File: src/sv/cdq_pkg.sv
// ----------------------------------------------------------------------------
// cdq_pkg
// Shared constants and types for the circular double-ended queue.
// ----------------------------------------------------------------------------
package cdq_pkg;

    localparam int DEPTH   = 8;
    localparam int IDX_W   = (DEPTH > 1) ? $clog2(DEPTH) : 1;
    localparam int OCC_W   = $clog2(DEPTH + 1);
    localparam int DATA_W  = 32;
    localparam int COUNT_W = 4;

    typedef enum logic [1:0] {
        CMD_PUSH_FRONT = 2'd0,
        CMD_PUSH_BACK  = 2'd1,
        CMD_POP_FRONT  = 2'd2,
        CMD_POP_BACK   = 2'd3
    } cmd_t;

    typedef enum logic [1:0] {
        ST_IDLE,
        ST_READ,
        ST_OUT
    } state_t;

    // Commands from the controller to the datapath.
    typedef struct packed {
        logic exec;     // apply the accepted command to indices, count and ring
        logic rd_en;    // capture the front and rear entries
    } dp_cmd_t;

endpackage

File: src/sv/cdq_ctrl.sv
// ----------------------------------------------------------------------------
// cdq_ctrl
// Sequencer: accepts one item, lets the datapath update and read, then
// presents the result until it is taken.
// ----------------------------------------------------------------------------
module cdq_ctrl
    import cdq_pkg::*;
(
    input  logic    clk,
    input  logic    rst_n,
    input  logic    in_valid,
    output logic    in_ready,
    output logic    out_valid,
    input  logic    out_ready,
    output dp_cmd_t cmd
);

    state_t state_reg;
    state_t state_next;

    always_ff @(posedge clk or negedge rst_n)
    begin
        if (!rst_n)
        begin
            state_reg <= ST_IDLE;
        end
        else
        begin
            state_reg <= state_next;
        end
    end

    always_comb
    begin
        state_next = state_reg;
        in_ready   = 1'b0;
        out_valid  = 1'b0;
        cmd        = '0;
        case (state_reg)
            ST_IDLE:
            begin
                in_ready = 1'b1;
                if (in_valid)
                begin
                    cmd.exec   = 1'b1;
                    state_next = ST_READ;
                end
            end
            ST_READ:
            begin
                cmd.rd_en  = 1'b1;
                state_next = ST_OUT;
            end
            ST_OUT:
            begin
                out_valid = 1'b1;
                if (out_ready)
                begin
                    state_next = ST_IDLE;
                end
            end
            default:
            begin
                state_next = ST_IDLE;
            end
        endcase
    end

    a_no_overlap: assert property (@(posedge clk) disable iff (!rst_n)
        !(in_ready && out_valid))
        else $error("input and output handshakes open together");

    a_accept_reads: assert property (@(posedge clk) disable iff (!rst_n)
        (in_valid && in_ready) |=> cmd.rd_en)
        else $error("accepted item was not followed by a read");

endmodule

File: src/sv/cdq_datapath.sv
// ----------------------------------------------------------------------------
// cdq_datapath
// Ring storage, head and tail indices, occupancy and result registers.
// ----------------------------------------------------------------------------
module cdq_datapath
    import cdq_pkg::*;
(
    input  logic                     clk,
    input  logic                     rst_n,
    input  dp_cmd_t                  cmd,
    input  logic [1:0]               command,
    input  logic signed [DATA_W-1:0] value,
    output logic                     overflow,
    output logic                     underflow,
    output logic signed [DATA_W-1:0] front_value,
    output logic signed [DATA_W-1:0] rear_value,
    output logic [COUNT_W-1:0]       count,
    output logic                     is_empty
);

    localparam logic [IDX_W-1:0] IDX_LAST = IDX_W'(DEPTH - 1);
    localparam logic [OCC_W-1:0] OCC_FULL = OCC_W'(DEPTH);

    logic [DATA_W-1:0] ring_mem [DEPTH];

    logic [IDX_W-1:0]  head_reg, head_next;
    logic [IDX_W-1:0]  tail_reg, tail_next;
    logic [OCC_W-1:0]  occ_reg, occ_next;
    logic              ovf_reg, ovf_next;
    logic              unf_reg, unf_next;
    logic [DATA_W-1:0] front_reg;
    logic [DATA_W-1:0] rear_reg;
    logic              wr_en;
    logic [IDX_W-1:0]  wr_idx;
    cmd_t              op;

    assign op = cmd_t'(command);

    always_comb
    begin
        head_next = head_reg;
        tail_next = tail_reg;
        occ_next  = occ_reg;
        ovf_next  = 1'b0;
        unf_next  = 1'b0;
        wr_en     = 1'b0;
        wr_idx    = '0;
        case (op)
            CMD_PUSH_FRONT, CMD_PUSH_BACK:
            begin
                if (occ_reg == '0)
                begin
                    // The first word of an empty ring always lands in slot zero.
                    head_next = '0;
                    tail_next = '0;
                    occ_next  = OCC_W'(1);
                    wr_en     = 1'b1;
                end
                else if (occ_reg >= OCC_FULL)
                begin
                    ovf_next = 1'b1;
                end
                else if (op == CMD_PUSH_FRONT)
                begin
                    head_next = (head_reg == '0) ? IDX_LAST : head_reg - IDX_W'(1);
                    wr_idx    = head_next;
                    occ_next  = occ_reg + OCC_W'(1);
                    wr_en     = 1'b1;
                end
                else
                begin
                    tail_next = (tail_reg == IDX_LAST) ? '0 : tail_reg + IDX_W'(1);
                    wr_idx    = tail_next;
                    occ_next  = occ_reg + OCC_W'(1);
                    wr_en     = 1'b1;
                end
            end
            CMD_POP_FRONT, CMD_POP_BACK:
            begin
                if (occ_reg == '0)
                begin
                    unf_next = 1'b1;
                end
                else if (occ_reg == OCC_W'(1))
                begin
                    head_next = '0;
                    tail_next = '0;
                    occ_next  = '0;
                end
                else if (op == CMD_POP_FRONT)
                begin
                    head_next = (head_reg == IDX_LAST) ? '0 : head_reg + IDX_W'(1);
                    occ_next  = occ_reg - OCC_W'(1);
                end
                else
                begin
                    tail_next = (tail_reg == '0) ? IDX_LAST : tail_reg - IDX_W'(1);
                    occ_next  = occ_reg - OCC_W'(1);
                end
            end
            default:
            begin
                ovf_next = 1'b0;
            end
        endcase
    end

    always_ff @(posedge clk or negedge rst_n)
    begin
        if (!rst_n)
        begin
            head_reg <= '0;
            tail_reg <= '0;
            occ_reg  <= '0;
            ovf_reg  <= 1'b0;
            unf_reg  <= 1'b0;
        end
        else if (cmd.exec)
        begin
            head_reg <= head_next;
            tail_reg <= tail_next;
            occ_reg  <= occ_next;
            ovf_reg  <= ovf_next;
            unf_reg  <= unf_next;
        end
    end

    always_ff @(posedge clk)
    begin
        if (cmd.exec && wr_en)
        begin
            ring_mem[wr_idx] <= value;
        end
    end

    // Reads happen in the cycle after the write, so the new word is visible.
    always_ff @(posedge clk)
    begin
        if (cmd.rd_en)
        begin
            front_reg <= ring_mem[head_reg];
            rear_reg  <= ring_mem[tail_reg];
        end
    end

    assign overflow    = ovf_reg;
    assign underflow   = unf_reg;
    assign is_empty    = (occ_reg == '0);
    assign front_value = is_empty ? '0 : front_reg;
    assign rear_value  = is_empty ? '0 : rear_reg;
    assign count       = COUNT_W'(occ_reg);

    a_occ_bound: assert property (@(posedge clk) disable iff (!rst_n)
        occ_reg <= OCC_FULL)
        else $error("occupancy beyond ring depth");

    a_empty_idx: assert property (@(posedge clk) disable iff (!rst_n)
        (occ_reg == '0) |-> (head_reg == '0 && tail_reg == '0))
        else $error("empty ring with non-zero indices");

    a_flag_excl: assert property (@(posedge clk) disable iff (!rst_n)
        !(ovf_reg && unf_reg))
        else $error("overflow and underflow flagged together");

    a_ovf_full: assert property (@(posedge clk) disable iff (!rst_n)
        (cmd.exec && ovf_next) |=> (occ_reg == OCC_FULL))
        else $error("overflow flagged on a ring that is not full");

endmodule

File: src/sv/circular_deque.sv
// ----------------------------------------------------------------------------
// circular_deque
// Double-ended queue of signed 32-bit words held in a ring of DEPTH entries.
// ----------------------------------------------------------------------------
// Each item is one command (push front, push back, pop front, pop back) and
// produces one result with the overflow and underflow flags, the front and
// rear words (zero when empty), the word count and an empty flag. The cycle
// in which an item is accepted updates the indices, count and ring entry at
// its closing edge. The next cycle performs the registered read of the front
// and rear entries from the ring memory. After the read the result is offered.
// The next item is accepted in the cycle after the result is taken, so output
// stalls add directly to the time per item.
// The ring memory needs no clearing after reset.
module circular_deque
    import cdq_pkg::*;
(
    input  logic                     clk,
    input  logic                     rst_n,
    input  logic                     in_valid,
    output logic                     in_ready,
    input  logic [1:0]               command,
    input  logic signed [DATA_W-1:0] value,
    output logic                     out_valid,
    input  logic                     out_ready,
    output logic                     overflow,
    output logic                     underflow,
    output logic signed [DATA_W-1:0] front_value,
    output logic signed [DATA_W-1:0] rear_value,
    output logic [COUNT_W-1:0]       count,
    output logic                     is_empty
);

    dp_cmd_t dp_cmd;

    cdq_ctrl u_ctrl (
        .clk       (clk),
        .rst_n     (rst_n),
        .in_valid  (in_valid),
        .in_ready  (in_ready),
        .out_valid (out_valid),
        .out_ready (out_ready),
        .cmd       (dp_cmd)
    );

    cdq_datapath u_datapath (
        .clk         (clk),
        .rst_n       (rst_n),
        .cmd         (dp_cmd),
        .command     (command),
        .value       (value),
        .overflow    (overflow),
        .underflow   (underflow),
        .front_value (front_value),
        .rear_value  (rear_value),
        .count       (count),
        .is_empty    (is_empty)
    );

endmodule

File: config.mk
export PLATFORM = sky130hd
export DESIGN_NAME = circular_deque
export DESIGN_NICKNAME = d
export VERILOG_FILES = /design/src/sv/cdq_pkg.sv /design/src/sv/cdq_ctrl.sv /design/src/sv/cdq_datapath.sv /design/src/sv/circular_deque.sv
export SDC_FILE = /design/constraint.sdc
export NUM_CORES = 1
export LEC_CHECK = 0
export BUFFER_PORTS_ARGS = -buffer_cell sky130_fd_sc_hd__buf_2
export CAP_MARGIN = 30
export CORE_UTILIZATION = 40
export DETAILED_ROUTE_END_ITERATION = 10
export GPL_TIMING_DRIVEN = 0
export PLACE_DENSITY_LB_ADDON = 0.3
export SETUP_SLACK_MARGIN = 0.05
export SLEW_MARGIN = 10
export SYNTH_ARGS = -nofsm -noshare
export SYNTH_HDL_FRONTEND = slang
export SYNTH_HIERARCHICAL = 1
export SYNTH_SLANG_ARGS = --single-unit
File: constraint.sdc
create_clock -name clk -period 10.9 [get_ports clk]
set_input_delay 1.09 -clock clk [delete_from_list [all_inputs] [get_ports clk]]
set_output_delay 1.09 -clock clk [all_outputs]
set_load 0.01 [all_outputs]
==> flow_metrics.env <==
export IMPL_synth_adder_area_share_pct=0.909
export IMPL_clock_latency_ns=0.53
export IMPL_grt_pass1_wl_mm=54.4
export IMPL_antenna_found_initial=3
export IMPL_yosysUniqueCellTypes=54
export IMPL_layout_drive_gt1_share_pct=32.9
export IMPL_cts_hold_buf=0
export IMPL_final_core_util_pct=48.6
export IMPL_p_sw_share_pct=33.4
export IMPL_muxShareOfSynthArea_pct=19.2
export IMPL_r2r_start="u_datapath/tail_reg[1]$_DFFE_PN0P_"
export IMPL_ctsResizeCount=0
export IMPL_skew_ns=0.0211
export IMPL_crit_arrival_ns=4.17
export IMPL_cpPeakStageDelay_ns=0.78
export IMPL_yosys_area_share_simple_pct=9.54
export IMPL_dieArea_um2=38600
export IMPL_grt_max_degree=28
export IMPL_hold_class="in2async"
export IMPL_worst_slew_pin_slew_ns=0.851
export IMPL_powerDensity_nw_per_um2=267
export IMPL_yosysTopAreaCellShare_pct=63.5
export IMPL_drtIter0Drc=644
export IMPL_slew_headroom_pct=43.1
export IMPL_core_area_um2=37000
export IMPL_synthTopCellsByArea="edfxtp_1 63%, mux4_2 19%, nand2_1 5.0%"
export IMPL_async_reset_ff_share_pct=4.19
export IMPL_drc=0
export IMPL_crit_fanout=12
export IMPL_area_delta_synth_final_pct=18.7
export IMPL_drt_total_wl_mm=36.4
export IMPL_timing_final_ws_setup_ns=6.96
export IMPL_hold_ws_ns=0.473
export IMPL_path_depth=10
export IMPL_pwr_share_clk_pct=26.0
export IMPL_crit_path_end_kind="register"
export IMPL_status="complete, no violations"
export IMPL_cp_startpoint="u_datapath/tail_reg[1]$_DFFE_PN0P_"
export IMPL_ir_drop_uv=150
export IMPL_worst_setup_path_type="reg2reg"
export IMPL_vias_per_cell=5.41
export IMPL_initial_core_util_pct=41.0
export IMPL_synth_area_um2=15100
export IMPL_power_mw=4.79
export IMPL_ys_flop_type="edfxtp_1"
export IMPL_stdcell_count=1593
export IMPL_synth_most_common_cell="edfxtp_1"
export IMPL_grt_setup_unrepaired="false"
export IMPL_synth_top_family_by_area="multiplexers"
export IMPL_die_h_um=197
export IMPL_synth_xor_area_share_pct=0
export IMPL_netlist_top_cell_by_area="edfxtp_1"
export IMPL_cts_made_buffers=38
export IMPL_core_rowCount=70
export IMPL_cp_slowest_cell="nor3_4"
export IMPL_period_share_pct=36.2
export IMPL_ios=111
export IMPL_clkSinkCount=334
export IMPL_final_hold_viol_count=0
export IMPL_antenna_left=0
export IMPL_tritoncts="built"
export IMPL_internal_power_mw=3.19
export IMPL_worst_r2r_path_depth=10
export IMPL_slew_viol_final=0
export IMPL_fin_area_um2=18000
export IMPL_syn_nets=946
export IMPL_cts_clk_slew_worst_paths_ns=0.06
export IMPL_postSynthAreaPerCell_um2=16.9
export IMPL_pre_cts_slack_ns=7.00
export IMPL_fin_setup_tns_ns=0
export IMPL_clockBufferDepth=3
export IMPL_cp_data_required_time_ns=11.13
export IMPL_power_leakage_nw=6.33
export IMPL_root_buffer="clkbuf_16"
export IMPL_maxCapViolations=0
export IMPL_reg2reg_slack_ns=6.96
export IMPL_finalSetupViolCount=0
export IMPL_reg2reg_to="u_datapath/ring_mem[2][0]$_DFFE_PP_"
export IMPL_critPathLaunchType="register"
export IMPL_synth_compound_area_share_pct=1.93
export IMPL_die_x_um=197
export IMPL_ys_ff_latch=334
export IMPL_synth_commonest_cells="320 x edfxtp_1, 202 x nand2_1, 128 x mux4_2"
export IMPL_io_buffers=110
export IMPL_pwr_share_seq_pct=35.5
export IMPL_fin_nets=1110
export IMPL_crit_family="buffers and inverters"
export IMPL_firstDrtPassIters=5
export IMPL_placed_cell_area_um2=16700
export IMPL_grt_pass1_vias=8931
export IMPL_overflow=0
export IMPL_max_freq_ghz=0.254
export IMPL_power_switching_mw=1.60
export IMPL_fin_crit_ns=3.94
export IMPL_path_buf_inv=5
export IMPL_path_cells="buf_4 -> clkbuf_1 -> inv_1 -> ha_1 -> nor2b_1 -> a21oi_1 -> nand2b_1 -> nor3_4 -> buf_8 -> buf_16"
export IMPL_via_count=8622
export IMPL_largest_reg_flops=256
export IMPL_grt_util_all_layers_pct=19.3
export IMPL_synth_edf_count=320
export IMPL_wl_per_cell_um=22.8
export IMPL_dpl_hpwl_mm=24.5
export IMPL_seq_area_frac_synth_pct=65.8
export IMPL_htree_levels=2
export IMPL_synth_warnings=6
export IMPL_synth_cells=897
export IMPL_combPwrFrac_pct=38.5
export IMPL_cts_setup_buffers=0
export IMPL_place_congestion=0.842
export IMPL_placedCellCount=1525
[cell families (layout without fill, tap and decap cells)]
kind of cell | after synthesis | in the layout
DFF | 334 | 334
buffers and inverters | 68 | 258
AOI/OAI and AO/OA | 41 | 41
muxes | 131 | 131
adders and majority gates | 11 | 11
and+or+nand+nor | 312 | 312
other | 0 | 2
[worst max-delay path by stage]
stage	endpoint	slack (ns)
3_5_place_dp	u_datapath/ring_mem[2][6]$_DFFE_PP_	7.00
3_3_place_gp	u_datapath/ring_mem[0][9]$_DFFE_PP_	4.72
2_1_floorplan	u_datapath/ring_mem[0][0]$_DFFE_PP_	7.03
5_1_grt	u_datapath/ring_mem[2][31]$_DFFE_PP_	6.72
4_1_cts	rear_value[1]	6.94
6_report	u_datapath/ring_mem[2][0]$_DFFE_PP_	6.96
[layout by cell type (no fill, tap or decap), drive strengths merged, types with 4 or more instances in the layout]
cell type	synthesis	final
edfxtp	320	320
nand2	202	202
buf	40	164
mux4	128	128
nor2b	68	68
clkbuf	16	63
clkinv	1	15
dfrtp	14	14
nor2	13	13
inv	11	12
ha	11	11
a21oi	8	8
o21ai	8	8
nor3	7	7
nand2b	6	6
bufinv	0	4
[routing by layer]
metal | wire length, um | global-route usage [%]
met1 | 15000 | 25.1
met2 | 18300 | 33.0
met3 | 2240 | 3.56
met4 | 769 | 5.82
met5 | 24 | 0
[final cells by class]
| type | count | area, um2 |
|---|---|---|
| Clock inverter | 19 | 216 |
| Tap cell | 504 | 631 |
| Fill cell | 3181 | 19000 |
| Timing Repair Buffer | 124 | 901 |
| Multi-Input combinational cell | 495 | 4860 |
| Sequential cell | 334 | 9960 |
| Antenna cell | 2 | 5.00 |
| Clock buffer | 47 | 1010 |
| Buffer | 56 | 348 |
| Inverter | 12 | 45.0 |
[power by group through the flow]
stage	combinational (mW)	clock (mW)	sequential [mW]
6_report	1.84	1.25	1.70
3_5_place_dp	1.86	0	1.73
4_1_cts	1.87	1.27	1.70
3_3_place_gp	1.79	0	1.74
5_1_grt	2.00	1.32	1.72
2_1_floorplan	1.24	0	1.72
Note: power is estimated with default switching activity, not from simulation.
